`config.mk`:
```
export PLATFORM = sky130hd
export DESIGN_NAME = frame_rate_fraction_reducer_flat
export DESIGN_NICKNAME = d
export VERILOG_FILES = /design/src/hdl/frr_pkg.sv /design/src/hdl/frr_if.sv /design/src/hdl/frr_ctrl.sv /design/src/hdl/frr_dp.sv /design/src/hdl/frame_rate_fraction_reducer.sv /design/src/flat_wrapper.sv
export SDC_FILE = /design/constraint.sdc
export NUM_CORES = 2
export LEC_CHECK = 0
export ABC_AREA = 1
export BUFFER_PORTS_ARGS = -buffer_cell sky130_fd_sc_hd__buf_4
export CAP_MARGIN = 20
export CELL_PAD_IN_SITES_DETAIL_PLACEMENT = 0
export CELL_PAD_IN_SITES_GLOBAL_PLACEMENT = 1
export CORE_UTILIZATION = 49
export CTS_CLUSTER_DIAMETER = 200
export CTS_CLUSTER_SIZE = 24
export DETAILED_ROUTE_END_ITERATION = 8
export PLACE_DENSITY = 0.82
export SYNTH_ARGS = -nofsm -noshare
export SYNTH_HDL_FRONTEND = slang
export SYNTH_SLANG_ARGS = --single-unit
```
`constraint.sdc`:
```
create_clock -name i_clk -period 7.1 [get_ports i_clk]
set_clock_uncertainty 0.2 [all_clocks]
set_input_delay 1.065 -clock i_clk [delete_from_list [all_inputs] [get_ports i_clk]]
set_output_delay 1.065 -clock i_clk [all_outputs]
set_load 0.02 [all_outputs]
```
`src/hdl/frr_pkg.sv`:
```
// Shared types and constants for the frame rate fraction reducer.
// No dependencies; every other file in hdl/ imports this package.
package frr_pkg;

    localparam int FRR_FRACTION_BITS = 16;
    localparam int FRR_IN_W          = 16;
    localparam int FRR_SRC_W         = 16;
    localparam int FRR_MIN_W         = 8;
    localparam int FRR_RES_W         = 32;
    localparam int FRR_CFG_IDX_W     = 2;

    localparam logic [FRR_SRC_W-1:0] FRR_SRC_NUM_RST = 16'd30;
    localparam logic [FRR_SRC_W-1:0] FRR_SRC_DEN_RST = 16'd1;
    localparam logic [FRR_MIN_W-1:0] FRR_MIN_FPS_RST = 8'd23;

    typedef enum logic [FRR_CFG_IDX_W-1:0] {
        FRR_REG_SRC_NUM = 2'd0,
        FRR_REG_SRC_DEN = 2'd1,
        FRR_REG_MIN_FPS = 2'd2
    } t_frr_reg;

    typedef enum logic [3:0] {
        S_IDLE,
        S_CHECK,
        S_BAD,
        S_MUL,
        S_LIMIT,
        S_DECIDE,
        S_GCD,
        S_DIVN_LOAD,
        S_DIVN,
        S_DIVD_LOAD,
        S_DIVD,
        S_OUT
    } t_frr_state;

    typedef struct packed {
        logic capture;
        logic multiply;
        logic limit;
        logic decide;
        logic gcd_step;
        logic div_load;
        logic div_sel;      // 0 selects the numerator, 1 the denominator
        logic div_step;
        logic save_num;
        logic out_load;
        logic out_bad;
    } t_frr_cmd;

    typedef struct packed {
        logic bad;
        logic gcd_done;
        logic div_done;
    } t_frr_stat;

endpackage

```
`src/hdl/frr_if.sv`:
```
// Channel interfaces for the frame rate fraction reducer: input, result and
// configuration. Depends on frr_pkg.
interface frr_in_if import frr_pkg::*; ();
    logic                valid;
    logic                ready;
    logic [FRR_IN_W-1:0] fraction_numerator;
    logic [FRR_IN_W-1:0] fraction_denominator;
    logic                apply_floor;

    modport source (output valid, fraction_numerator, fraction_denominator, apply_floor,
                    input ready);
    modport sink   (input valid, fraction_numerator, fraction_denominator, apply_floor,
                    output ready);
endinterface

interface frr_out_if import frr_pkg::*; ();
    logic                 valid;
    logic                 ready;
    logic [FRR_RES_W-1:0] result_numerator;
    logic [FRR_RES_W-1:0] result_denominator;
    logic                 reverted;
    logic                 bad_input;

    modport source (output valid, result_numerator, result_denominator, reverted, bad_input,
                    input ready);
    modport sink   (input valid, result_numerator, result_denominator, reverted, bad_input,
                    output ready);
endinterface

interface frr_cfg_if import frr_pkg::*; ();
    logic                     valid;
    logic                     ready;
    logic [FRR_CFG_IDX_W-1:0] index;
    logic [FRR_SRC_W-1:0]     data;

    modport source (output valid, index, data, input ready);
    modport sink   (input valid, index, data, output ready);
endinterface

```
`src/hdl/frr_ctrl.sv`:
```
// Sequencing state machine for the frame rate fraction reducer.
// Depends on frr_pkg; drives frr_dp through t_frr_cmd and reads t_frr_stat.
module frr_ctrl import frr_pkg::*; (
    input  logic      i_clk,
    input  logic      i_rst_n,
    input  logic      i_in_valid,
    output logic      o_in_ready,
    output logic      o_out_valid,
    input  logic      i_out_ready,
    input  t_frr_stat i_stat,
    output t_frr_cmd  o_cmd
);

    t_frr_state r_state, n_state;
    logic       r_out_valid, n_out_valid;
    logic       w_out_free;

    assign w_out_free  = !r_out_valid || i_out_ready;
    assign o_out_valid = r_out_valid;

    always_ff @(posedge i_clk) begin
        if (!i_rst_n) begin
            r_state     <= S_IDLE;
            r_out_valid <= 1'b0;
        end else begin
            r_state     <= n_state;
            r_out_valid <= n_out_valid;
        end
    end

    always_comb begin
        n_state     = r_state;
        o_cmd       = '0;
        o_in_ready  = 1'b0;
        n_out_valid = r_out_valid && !i_out_ready;

        unique case (r_state)
            S_IDLE: begin
                o_in_ready = 1'b1;
                if (i_in_valid) begin
                    o_cmd.capture = 1'b1;
                    n_state       = S_CHECK;
                end
            end
            S_CHECK: begin
                n_state = i_stat.bad ? S_BAD : S_MUL;
            end
            S_BAD: begin
                if (w_out_free) begin
                    o_cmd.out_load = 1'b1;
                    o_cmd.out_bad  = 1'b1;
                    n_out_valid    = 1'b1;
                    n_state        = S_IDLE;
                end
            end
            S_MUL: begin
                o_cmd.multiply = 1'b1;
                n_state        = S_LIMIT;
            end
            S_LIMIT: begin
                o_cmd.limit = 1'b1;
                n_state     = S_DECIDE;
            end
            S_DECIDE: begin
                o_cmd.decide = 1'b1;
                n_state      = S_GCD;
            end
            S_GCD: begin
                if (i_stat.gcd_done) begin
                    n_state = S_DIVN_LOAD;
                end else begin
                    o_cmd.gcd_step = 1'b1;
                end
            end
            S_DIVN_LOAD: begin
                o_cmd.div_load = 1'b1;
                o_cmd.div_sel  = 1'b0;
                n_state        = S_DIVN;
            end
            S_DIVN: begin
                if (i_stat.div_done) begin
                    o_cmd.save_num = 1'b1;
                    n_state        = S_DIVD_LOAD;
                end else begin
                    o_cmd.div_step = 1'b1;
                end
            end
            S_DIVD_LOAD: begin
                o_cmd.div_load = 1'b1;
                o_cmd.div_sel  = 1'b1;
                n_state        = S_DIVD;
            end
            S_DIVD: begin
                if (i_stat.div_done) begin
                    n_state = S_OUT;
                end else begin
                    o_cmd.div_step = 1'b1;
                end
            end
            S_OUT: begin
                if (w_out_free) begin
                    o_cmd.out_load = 1'b1;
                    n_out_valid    = 1'b1;
                    n_state        = S_IDLE;
                end
            end
            default: begin
                n_state = S_IDLE;
            end
        endcase
    end

    // A new result only appears from one of the two delivery states.
    assert property (@(posedge i_clk) disable iff (!i_rst_n)
        $rose(r_out_valid) |-> ($past(r_state) == S_OUT || $past(r_state) == S_BAD))
        else $error("result appeared outside a delivery state");

    // The result register is never overwritten while a result is still pending.
    assert property (@(posedge i_clk) disable iff (!i_rst_n)
        o_cmd.out_load |-> w_out_free)
        else $error("result register loaded while occupied");

    // A bad transaction never reaches the arithmetic sequence.
    assert property (@(posedge i_clk) disable iff (!i_rst_n)
        (r_state == S_CHECK && i_stat.bad) |=> r_state == S_BAD)
        else $error("bad input entered the arithmetic path");

endmodule

```
`src/hdl/frr_dp.sv`:
```
// Datapath of the frame rate fraction reducer: configuration registers,
// products, floor test, binary gcd, shared restoring divider, result register.
// Depends on frr_pkg and frr_if; controlled by frr_ctrl.
module frr_dp import frr_pkg::*; #(
    parameter int FRACTION_BITS = FRR_FRACTION_BITS
) (
    input  logic                 i_clk,
    input  logic                 i_rst_n,
    frr_cfg_if.sink              i_cfg,
    input  logic [FRR_IN_W-1:0]  i_fraction_numerator,
    input  logic [FRR_IN_W-1:0]  i_fraction_denominator,
    input  logic                 i_apply_floor,
    input  t_frr_cmd             i_cmd,
    output t_frr_stat            o_stat,
    output logic [FRR_RES_W-1:0] o_result_numerator,
    output logic [FRR_RES_W-1:0] o_result_denominator,
    output logic                 o_reverted,
    output logic                 o_bad_input
);

    localparam int EFF_BITS = (FRACTION_BITS < FRR_IN_W) ? FRACTION_BITS : FRR_IN_W;
    localparam int PROD_W   = EFF_BITS + FRR_SRC_W;
    localparam int LIM_W    = PROD_W + FRR_MIN_W;
    localparam int KW       = $clog2(PROD_W + 1);

    logic [FRR_SRC_W-1:0] r_src_num, r_src_den;
    logic [FRR_MIN_W-1:0] r_min_fps;

    logic [EFF_BITS-1:0]  r_fn, r_fd;
    logic                 r_floor, r_reduces, r_rev;
    logic [PROD_W-1:0]    r_pn, r_pd;
    logic [LIM_W-1:0]     r_lim;
    logic [PROD_W-1:0]    r_ga, r_gb;
    logic [KW-1:0]        r_gk;
    logic [PROD_W-1:0]    r_dv_q, r_dv_rem, r_dv_d, r_qn;
    logic [KW-1:0]        r_dv_cnt;

    logic [FRR_RES_W-1:0] r_out_num, r_out_den;
    logic                 r_out_rev, r_out_bad;

    logic                 w_rev;
    logic [PROD_W-1:0]    w_pn_sel, w_pd_sel, w_gcd;
    logic [PROD_W:0]      w_rem_sh, w_diff;
    logic [FRR_MIN_W-1:0] w_minv;

    assign i_cfg.ready = 1'b1;

    always_ff @(posedge i_clk) begin
        if (!i_rst_n) begin
            r_src_num <= FRR_SRC_NUM_RST;
            r_src_den <= FRR_SRC_DEN_RST;
            r_min_fps <= FRR_MIN_FPS_RST;
        end else if (i_cfg.valid) begin
            unique case (t_frr_reg'(i_cfg.index))
                FRR_REG_SRC_NUM: r_src_num <= i_cfg.data;
                FRR_REG_SRC_DEN: r_src_den <= i_cfg.data;
                FRR_REG_MIN_FPS: r_min_fps <= i_cfg.data[FRR_MIN_W-1:0];
                default: ;
            endcase
        end
    end

    assign o_stat.bad      = (r_fd == '0) || (r_src_den == '0);
    assign o_stat.gcd_done = (r_ga == '0) || (r_gb == '0);
    assign o_stat.div_done = (r_dv_cnt == '0);

    assign w_minv   = r_floor ? r_min_fps : '0;
    // Comparing against minimum times denominator is the same as comparing
    // the whole quotient against the minimum.
    assign w_rev    = r_reduces && (LIM_W'(r_pn) < r_lim);
    assign w_pn_sel = w_rev ? PROD_W'(r_src_num) : r_pn;
    assign w_pd_sel = w_rev ? PROD_W'(r_src_den) : r_pd;

    // One of the two terms is zero once the loop ends; the other carries the
    // odd part of the divisor and the shared powers of two go back on.
    assign w_gcd    = (r_ga | r_gb) << r_gk;

    assign w_rem_sh = {r_dv_rem, r_dv_q[PROD_W-1]};
    assign w_diff   = w_rem_sh - {1'b0, r_dv_d};

    always_ff @(posedge i_clk) begin
        if (i_cmd.capture) begin
            r_fn    <= i_fraction_numerator[EFF_BITS-1:0];
            r_fd    <= i_fraction_denominator[EFF_BITS-1:0];
            r_floor <= i_apply_floor;
        end
        if (i_cmd.multiply) begin
            r_pn      <= PROD_W'(r_fn) * PROD_W'(r_src_num);
            r_pd      <= PROD_W'(r_fd) * PROD_W'(r_src_den);
            r_reduces <= r_fn < r_fd;
        end
        if (i_cmd.limit) begin
            r_lim <= LIM_W'(w_minv) * LIM_W'(r_pd);
        end
        if (i_cmd.decide) begin
            r_pn  <= w_pn_sel;
            r_pd  <= w_pd_sel;
            r_ga  <= w_pn_sel;
            r_gb  <= w_pd_sel;
            r_gk  <= '0;
            r_rev <= w_rev;
        end
        if (i_cmd.gcd_step) begin
            if (!r_ga[0] && !r_gb[0]) begin
                r_ga <= r_ga >> 1;
                r_gb <= r_gb >> 1;
                r_gk <= r_gk + KW'(1);
            end else if (!r_ga[0]) begin
                r_ga <= r_ga >> 1;
            end else if (!r_gb[0]) begin
                r_gb <= r_gb >> 1;
            end else if (r_ga >= r_gb) begin
                r_ga <= r_ga - r_gb;
            end else begin
                r_gb <= r_gb - r_ga;
            end
        end
        if (i_cmd.div_load) begin
            r_dv_q   <= i_cmd.div_sel ? r_pd : r_pn;
            r_dv_rem <= '0;
            r_dv_d   <= w_gcd;
            r_dv_cnt <= KW'(PROD_W);
        end
        if (i_cmd.div_step) begin
            if (!w_diff[PROD_W]) begin
                r_dv_rem <= w_diff[PROD_W-1:0];
                r_dv_q   <= {r_dv_q[PROD_W-2:0], 1'b1};
            end else begin
                r_dv_rem <= w_rem_sh[PROD_W-1:0];
                r_dv_q   <= {r_dv_q[PROD_W-2:0], 1'b0};
            end
            r_dv_cnt <= r_dv_cnt - KW'(1);
        end
        if (i_cmd.save_num) begin
            r_qn <= r_dv_q;
        end
        if (i_cmd.out_load) begin
            if (i_cmd.out_bad) begin
                r_out_num <= '0;
                r_out_den <= '0;
                r_out_rev <= 1'b0;
                r_out_bad <= 1'b1;
            end else begin
                r_out_num <= FRR_RES_W'(r_qn);
                r_out_den <= FRR_RES_W'(r_dv_q);
                r_out_rev <= r_rev;
                r_out_bad <= 1'b0;
            end
        end
    end

    assign o_result_numerator   = r_out_num;
    assign o_result_denominator = r_out_den;
    assign o_reverted           = r_out_rev;
    assign o_bad_input          = r_out_bad;

    // The divisor handed to the divider comes from a nonzero denominator.
    assert property (@(posedge i_clk) disable iff (!i_rst_n)
        i_cmd.div_load |-> w_gcd != '0)
        else $error("zero divisor loaded into the divider");

    // The gcd divides both terms exactly.
    assert property (@(posedge i_clk) disable iff (!i_rst_n)
        (i_cmd.save_num || (i_cmd.out_load && !i_cmd.out_bad)) |-> r_dv_rem == '0)
        else $error("reduction left a remainder");

    // A valid reduced denominator is never zero.
    assert property (@(posedge i_clk) disable iff (!i_rst_n)
        (i_cmd.out_load && !i_cmd.out_bad) |-> r_dv_q != '0)
        else $error("zero denominator in a good result");

endmodule

```
`src/hdl/frame_rate_fraction_reducer.sv`:
```
// Top level of the frame rate fraction reducer: joins frr_ctrl and frr_dp.
// Depends on frr_pkg, frr_if, frr_ctrl and frr_dp.
//
//  channel   dir   handshake             payload
//  i_in      in    valid / ready         fraction_numerator, fraction_denominator,
//                                        apply_floor
//  o_out     out   valid / ready         result_numerator, result_denominator,
//                                        reverted, bad_input
//  i_cfg     in    valid / ready (=1)    index, data
//
// One transaction at a time. A bad denominator goes from the check straight to the
// output; otherwise the products, floor test, binary gcd loop and two divisions on
// PROD_W-bit values run in turn, where PROD_W = min(FRACTION_BITS,16) + 16. The binary
// gcd loop and the shared one-bit-a-cycle divider take most of the time.
// Reset is synchronous and active low; configuration returns to 30/1 fps, minimum 23.
// A finished result waits in the output register while the next transaction is
// accepted; the block stalls only when a second result is ready before the first
// has been taken.
module frame_rate_fraction_reducer import frr_pkg::*; #(
    parameter int FRACTION_BITS = FRR_FRACTION_BITS
) (
    input  logic       i_clk,
    input  logic       i_rst_n,
    frr_in_if.sink     i_in,
    frr_out_if.source  o_out,
    frr_cfg_if.sink    i_cfg
);

    t_frr_cmd  w_cmd;
    t_frr_stat w_stat;

    frr_ctrl u_ctrl (
        .i_clk       (i_clk),
        .i_rst_n     (i_rst_n),
        .i_in_valid  (i_in.valid),
        .o_in_ready  (i_in.ready),
        .o_out_valid (o_out.valid),
        .i_out_ready (o_out.ready),
        .i_stat      (w_stat),
        .o_cmd       (w_cmd)
    );

    frr_dp #(
        .FRACTION_BITS (FRACTION_BITS)
    ) u_dp (
        .i_clk                  (i_clk),
        .i_rst_n                (i_rst_n),
        .i_cfg                  (i_cfg),
        .i_fraction_numerator   (i_in.fraction_numerator),
        .i_fraction_denominator (i_in.fraction_denominator),
        .i_apply_floor          (i_in.apply_floor),
        .i_cmd                  (w_cmd),
        .o_stat                 (w_stat),
        .o_result_numerator     (o_out.result_numerator),
        .o_result_denominator   (o_out.result_denominator),
        .o_reverted             (o_out.reverted),
        .o_bad_input            (o_out.bad_input)
    );

endmodule

```
`src/flat_wrapper.sv`:
```
// flat-port wrapper written by rule: the top's interface ports become plain ports
module frame_rate_fraction_reducer_flat import frr_pkg::*;
#(
    parameter int FRACTION_BITS = FRR_FRACTION_BITS
)
  (i_clk, i_rst_n, i_in_valid, i_in_fraction_numerator, i_in_fraction_denominator, i_in_apply_floor, i_in_ready, o_out_valid, o_out_result_numerator, o_out_result_denominator, o_out_reverted, o_out_bad_input, o_out_ready, i_cfg_valid, i_cfg_index, i_cfg_data, i_cfg_ready);
  frr_in_if i_in_i ();
  frr_out_if o_out_i ();
  frr_cfg_if i_cfg_i ();
  input  logic i_clk;
  input  logic i_rst_n;
  input wire logic [$bits(i_in_i.valid)-1:0] i_in_valid;
  input wire logic [$bits(i_in_i.fraction_numerator)-1:0] i_in_fraction_numerator;
  input wire logic [$bits(i_in_i.fraction_denominator)-1:0] i_in_fraction_denominator;
  input wire logic [$bits(i_in_i.apply_floor)-1:0] i_in_apply_floor;
  output wire logic [$bits(i_in_i.ready)-1:0] i_in_ready;
  output wire logic [$bits(o_out_i.valid)-1:0] o_out_valid;
  output wire logic [$bits(o_out_i.result_numerator)-1:0] o_out_result_numerator;
  output wire logic [$bits(o_out_i.result_denominator)-1:0] o_out_result_denominator;
  output wire logic [$bits(o_out_i.reverted)-1:0] o_out_reverted;
  output wire logic [$bits(o_out_i.bad_input)-1:0] o_out_bad_input;
  input wire logic [$bits(o_out_i.ready)-1:0] o_out_ready;
  input wire logic [$bits(i_cfg_i.valid)-1:0] i_cfg_valid;
  input wire logic [$bits(i_cfg_i.index)-1:0] i_cfg_index;
  input wire logic [$bits(i_cfg_i.data)-1:0] i_cfg_data;
  output wire logic [$bits(i_cfg_i.ready)-1:0] i_cfg_ready;
  assign i_in_i.valid = i_in_valid;
  assign i_in_i.fraction_numerator = i_in_fraction_numerator;
  assign i_in_i.fraction_denominator = i_in_fraction_denominator;
  assign i_in_i.apply_floor = i_in_apply_floor;
  assign i_in_ready = i_in_i.ready;
  assign o_out_valid = o_out_i.valid;
  assign o_out_result_numerator = o_out_i.result_numerator;
  assign o_out_result_denominator = o_out_i.result_denominator;
  assign o_out_reverted = o_out_i.reverted;
  assign o_out_bad_input = o_out_i.bad_input;
  assign o_out_i.ready = o_out_ready;
  assign i_cfg_i.valid = i_cfg_valid;
  assign i_cfg_i.index = i_cfg_index;
  assign i_cfg_i.data = i_cfg_data;
  assign i_cfg_ready = i_cfg_i.ready;
  frame_rate_fraction_reducer #(.FRACTION_BITS(FRACTION_BITS)) u_core (.i_clk(i_clk), .i_rst_n(i_rst_n), .i_in(i_in_i), .o_out(o_out_i), .i_cfg(i_cfg_i));
endmodule
```
==> results.json <==
{
  "status": "completed",
  "cts_made_buffers": 23,
  "maxCapViolCount": 0,
  "finalHoldViolCount": 0,
  "grt_pass1_vias": 45660,
  "cts_root_buf": "clkbuf_16",
  "grt_usage_pct": 32.3,
  "multi_input_area_sq_um": 34500,
  "syn_to_final_growth_pct": 5.74,
  "critPathLaunchType": "flop",
  "async_reset_ff_share_pct": 0,
  "post_cts_resized": 0,
  "dieArea_sq_um": 111000,
  "cts.sinks": 454,
  "cp-end-kind": "flop",
  "ys_types": 57,
  "cts_tree": "yes",
  "clk_pin_slew_ns": 0.13,
  "drive_above_1_share_pct": 4.64,
  "final-setup-viol-count": 0,
  "yosys_warnings": 0,
  "floorplan.core_area_sq_um": 109000,
  "ys_top_cells_by_area": "fa_1 (21%), edfxtp_1 (19%), nand2_1 (12%)",
  "drv_slew": 0,
  "yosysTopAreaCell": "fa_1",
  "worst_pin_slew_ns": 1.16,
  "dr.pass1.iters": 7,
  "viasPerCell": 5.54,
  "synth_seq_cells": 454,
  "instances_no_fill": 8491,
  "syn-cell-area_sq_um": 53700,
  "overflow": 0,
  "insertion_delay_ns": 0.66,
  "die_w_um": 333,
  "fin_crit_sh_pct": 95.9,
  "timing.fmax_mhz": 147,
  "hp-class": "flop to flop",
  "fp.dieH_um": 333,
  "power_frac_clock_pct": 6.4,
  "drcViolationCount": 0,
  "num_vias": 47050,
  "nFillCells": 10756,
  "relSlewSlack_pct": 21.6,
  "critPathRequiredTime_ns": 7.26,
  "timing.final.crit_period_ns": 6.81,
  "antenna_found_initial": 3,
  "h-tree-depth": 1,
  "pwr-share-comb_pct": 74.6,
  "hpwl_um": 146000,
  "synth.top_cells.by_count": "nand2_1 (1,770), inv_1 (1,464), nor2_1 (598)",
  "synthFlopType": "edfxtp_1",
  "antenna_left": 0,
  "crit_fanout": 17,
  "clk_path_buf_depth": 3,
  "num_io_pins": 125,
  "arrival_ns": 6.96,
  "holdBufCountCts": 0,
  "drtIter0Drc": 4456,
  "rows": 121,
  "yosysSeqAreaShare_pct": 23.3,
  "p_sw_uw": 15000,
  "vdd_ir_drop_max_mv": 0.463,
  "place_congestion": 1.05,
  "grt_pass1_wl_um": 274000,
  "initial_core_util_pct": 49.4,
  "power_uw": 26000,
  "io_buffers": 123,
  "power_density_nw_per_um2": 458,
  "synth.net_count": 8165,
  "post_cts_buffers": 0,
  "wl_per_cell_um": 21.2,
  "routed_wl_um": 180000,
  "synthCells": 7094,
  "yosysMostFrequentCell": "nand2_1",
  "netlist.area_leader.share_pct": 21.3,
  "p_leak_uw": 0.0294,
  "grt_max_degree": 72,
  "dpl.cell_count": 8446,
  "swShare_pct": 57.7,
  "crit_type": "flop to flop",
  "totalNegativeSetupSlack_ns": 0,
  "p_int_uw": 11000,
  "power_frac_seq_pct": 19.1,
  "layout.nets": 8129,
  "seqCellArea_sq_um": 12500,
  "rsz0062_at_grt": "no",
  "syn_avg_cell_area_sq_um": 7.56,
  "synth_edf_count": 339
}
## path summary, 6_finish.rpt
path | start | end | slack, ns | cells after the start
setup / recovery | u_core.u_dp.r_fn[7] | u_core.u_dp.r_pn[24] | 0.29 | 20
hold / removal | u_core.u_dp.r_min_fps[7] | u_core.u_dp.r_min_fps[7] | 0.28 | 2
setup reg to reg | u_core.u_dp.r_fn[7] | u_core.u_dp.r_pn[24] | 0.29 | 20
hold reg to reg | u_core.u_dp.r_min_fps[7] | u_core.u_dp.r_min_fps[7] | 0.28 | 2
## power groups by stage
stage                     logic (uW)  registers, uW  clock network [uW]
after global placement         18900           4970                   0
after CTS                      19100           4920                1680
after floorplan                13200           4570                   0
after detailed placement       18900           4990                   0
final                          19400           4960                1650
after global routing           21600           5000                1740
## registers in the layout, indices dropped and copies added (netlist names), 4 cells and up
name and count:
u_core.u_dp.r_lim 40, u_core.u_dp.o_result_denominator 32, u_core.u_dp.o_result_numerator 32, u_core.u_dp.r_dv_d 32
u_core.u_dp.r_dv_q 32, u_core.u_dp.r_dv_rem 32, u_core.u_dp.r_ga 32, u_core.u_dp.r_gb 32
u_core.u_dp.r_pd 32, u_core.u_dp.r_pn 32, u_core.u_dp.r_qn 32, u_core.u_dp.r_fd 16
u_core.u_dp.r_fn 16, u_core.u_dp.r_src_den 16, u_core.u_dp.r_src_num 16, u_core.u_dp.r_min_fps 8
u_core.u_dp.r_dv_cnt 6, u_core.u_dp.r_gk 6, u_core.u_ctrl.r_state 4
## layer usage
metal  up-vias  track usage [%]  share of wire, %
met3       346             4.55               8.4
met1     22793             45.8                43
met4         6             12.5               4.6
li1      21862                -                 -
met2      2043             50.0                44
met5         -                0             0.019
## cells by family (layout without fill, tap and decap cells)
| kind of cell | count (synthesis) | after routing | share of synthesized area, % |
|---|---|---|---|
| mux | 13 | 13 | 0.242 |
| buf+inv | 1777 | 1758 | 12.6 |
| flops | 454 | 454 | 23.3 |
| other cells | 1 | 3 | 0.00699 |
| compound gates | 928 | 928 | 9.44 |
| xor+xnor | 106 | 106 | 1.73 |
| fa+ha+maj | 1015 | 1015 | 31.7 |
| simple gates | 2800 | 2800 | 21.1 |
## metrics by stage
step	worst slack (ns)	hold slack (ns)	utilization, %	area [sq um]
floorplan	1.18	0.239	-	53700
global placement	0.436	0.248	51.5	56000
detailed placement	0.429	0.258	51.5	56000
CTS	0.395	0.275	52.2	56700
global route	0.0162	0.296	52.2	56700
finish	0.292	0.279	52.2	56700
## area by class of cell
cell class              count  area share [%]
diodes                      2         0.00882
clock buffers              38            1.11
clock inverters             4           0.132
inverters                1497            9.91
multi-input cells        4863            60.8
flip-flops and latches    454            22.0
well taps                1414            3.12
repair buffers            219            2.93
## placed cells by master, fill, tap and decap left out, types with 5 or more instances in the layout
| cell type | instances |
|---|---|
| mux2i_1 | 13 |
| nor2_2 | 15 |
| xnor2_1 | 27 |
| nand2_2 | 7 |
| o21a_1 | 15 |
| inv_1 | 1464 |
| clkinv_1 | 8 |
| nor4_1 | 16 |
| buf_4 | 217 |
| ha_1 | 444 |
| o211ai_1 | 22 |
| edfxtp_1 | 339 |
| a21oi_1 | 336 |
| o21ai_1 | 8 |
| clkbuf_1 | 15 |
| or2_2 | 10 |
| nor2_4 | 8 |
| fa_1 | 571 |
| a31oi_1 | 50 |
| nor3_1 | 42 |
| o21ai_0 | 390 |
| nor2_1 | 593 |
| dfxtp_1 | 115 |
| o22ai_1 | 20 |
| inv_2 | 24 |
| nand3_1 | 243 |
| o21bai_1 | 22 |
| nand4_1 | 76 |
| xor2_1 | 79 |
| o31ai_1 | 7 |
| a21o_1 | 30 |
| a21boi_0 | 7 |
| and2_1 | 5 |
| nand2_1 | 1767 |
| clkbuf_16 | 23 |
## worst max-delay path: stages, from the launching register on
cell and delay (ns):
edfxtp_1 0.88, nand2_1 0.18, fa_1 0.56, inv_1 0.05
fa_1 0.51, inv_1 0.06, fa_1 0.52, inv_1 0.05
fa_1 0.39, fa_1 0.52, inv_1 0.05, fa_1 0.47
inv_1 0.04, ha_1 0.33, a21oi_1 0.27, o21ai_0 0.14
a21oi_1 0.29, nand3_1 0.20, a21o_1 0.21, o21ai_0 0.50
nand2_1 0.11
(Power assumes the default switching activity.)
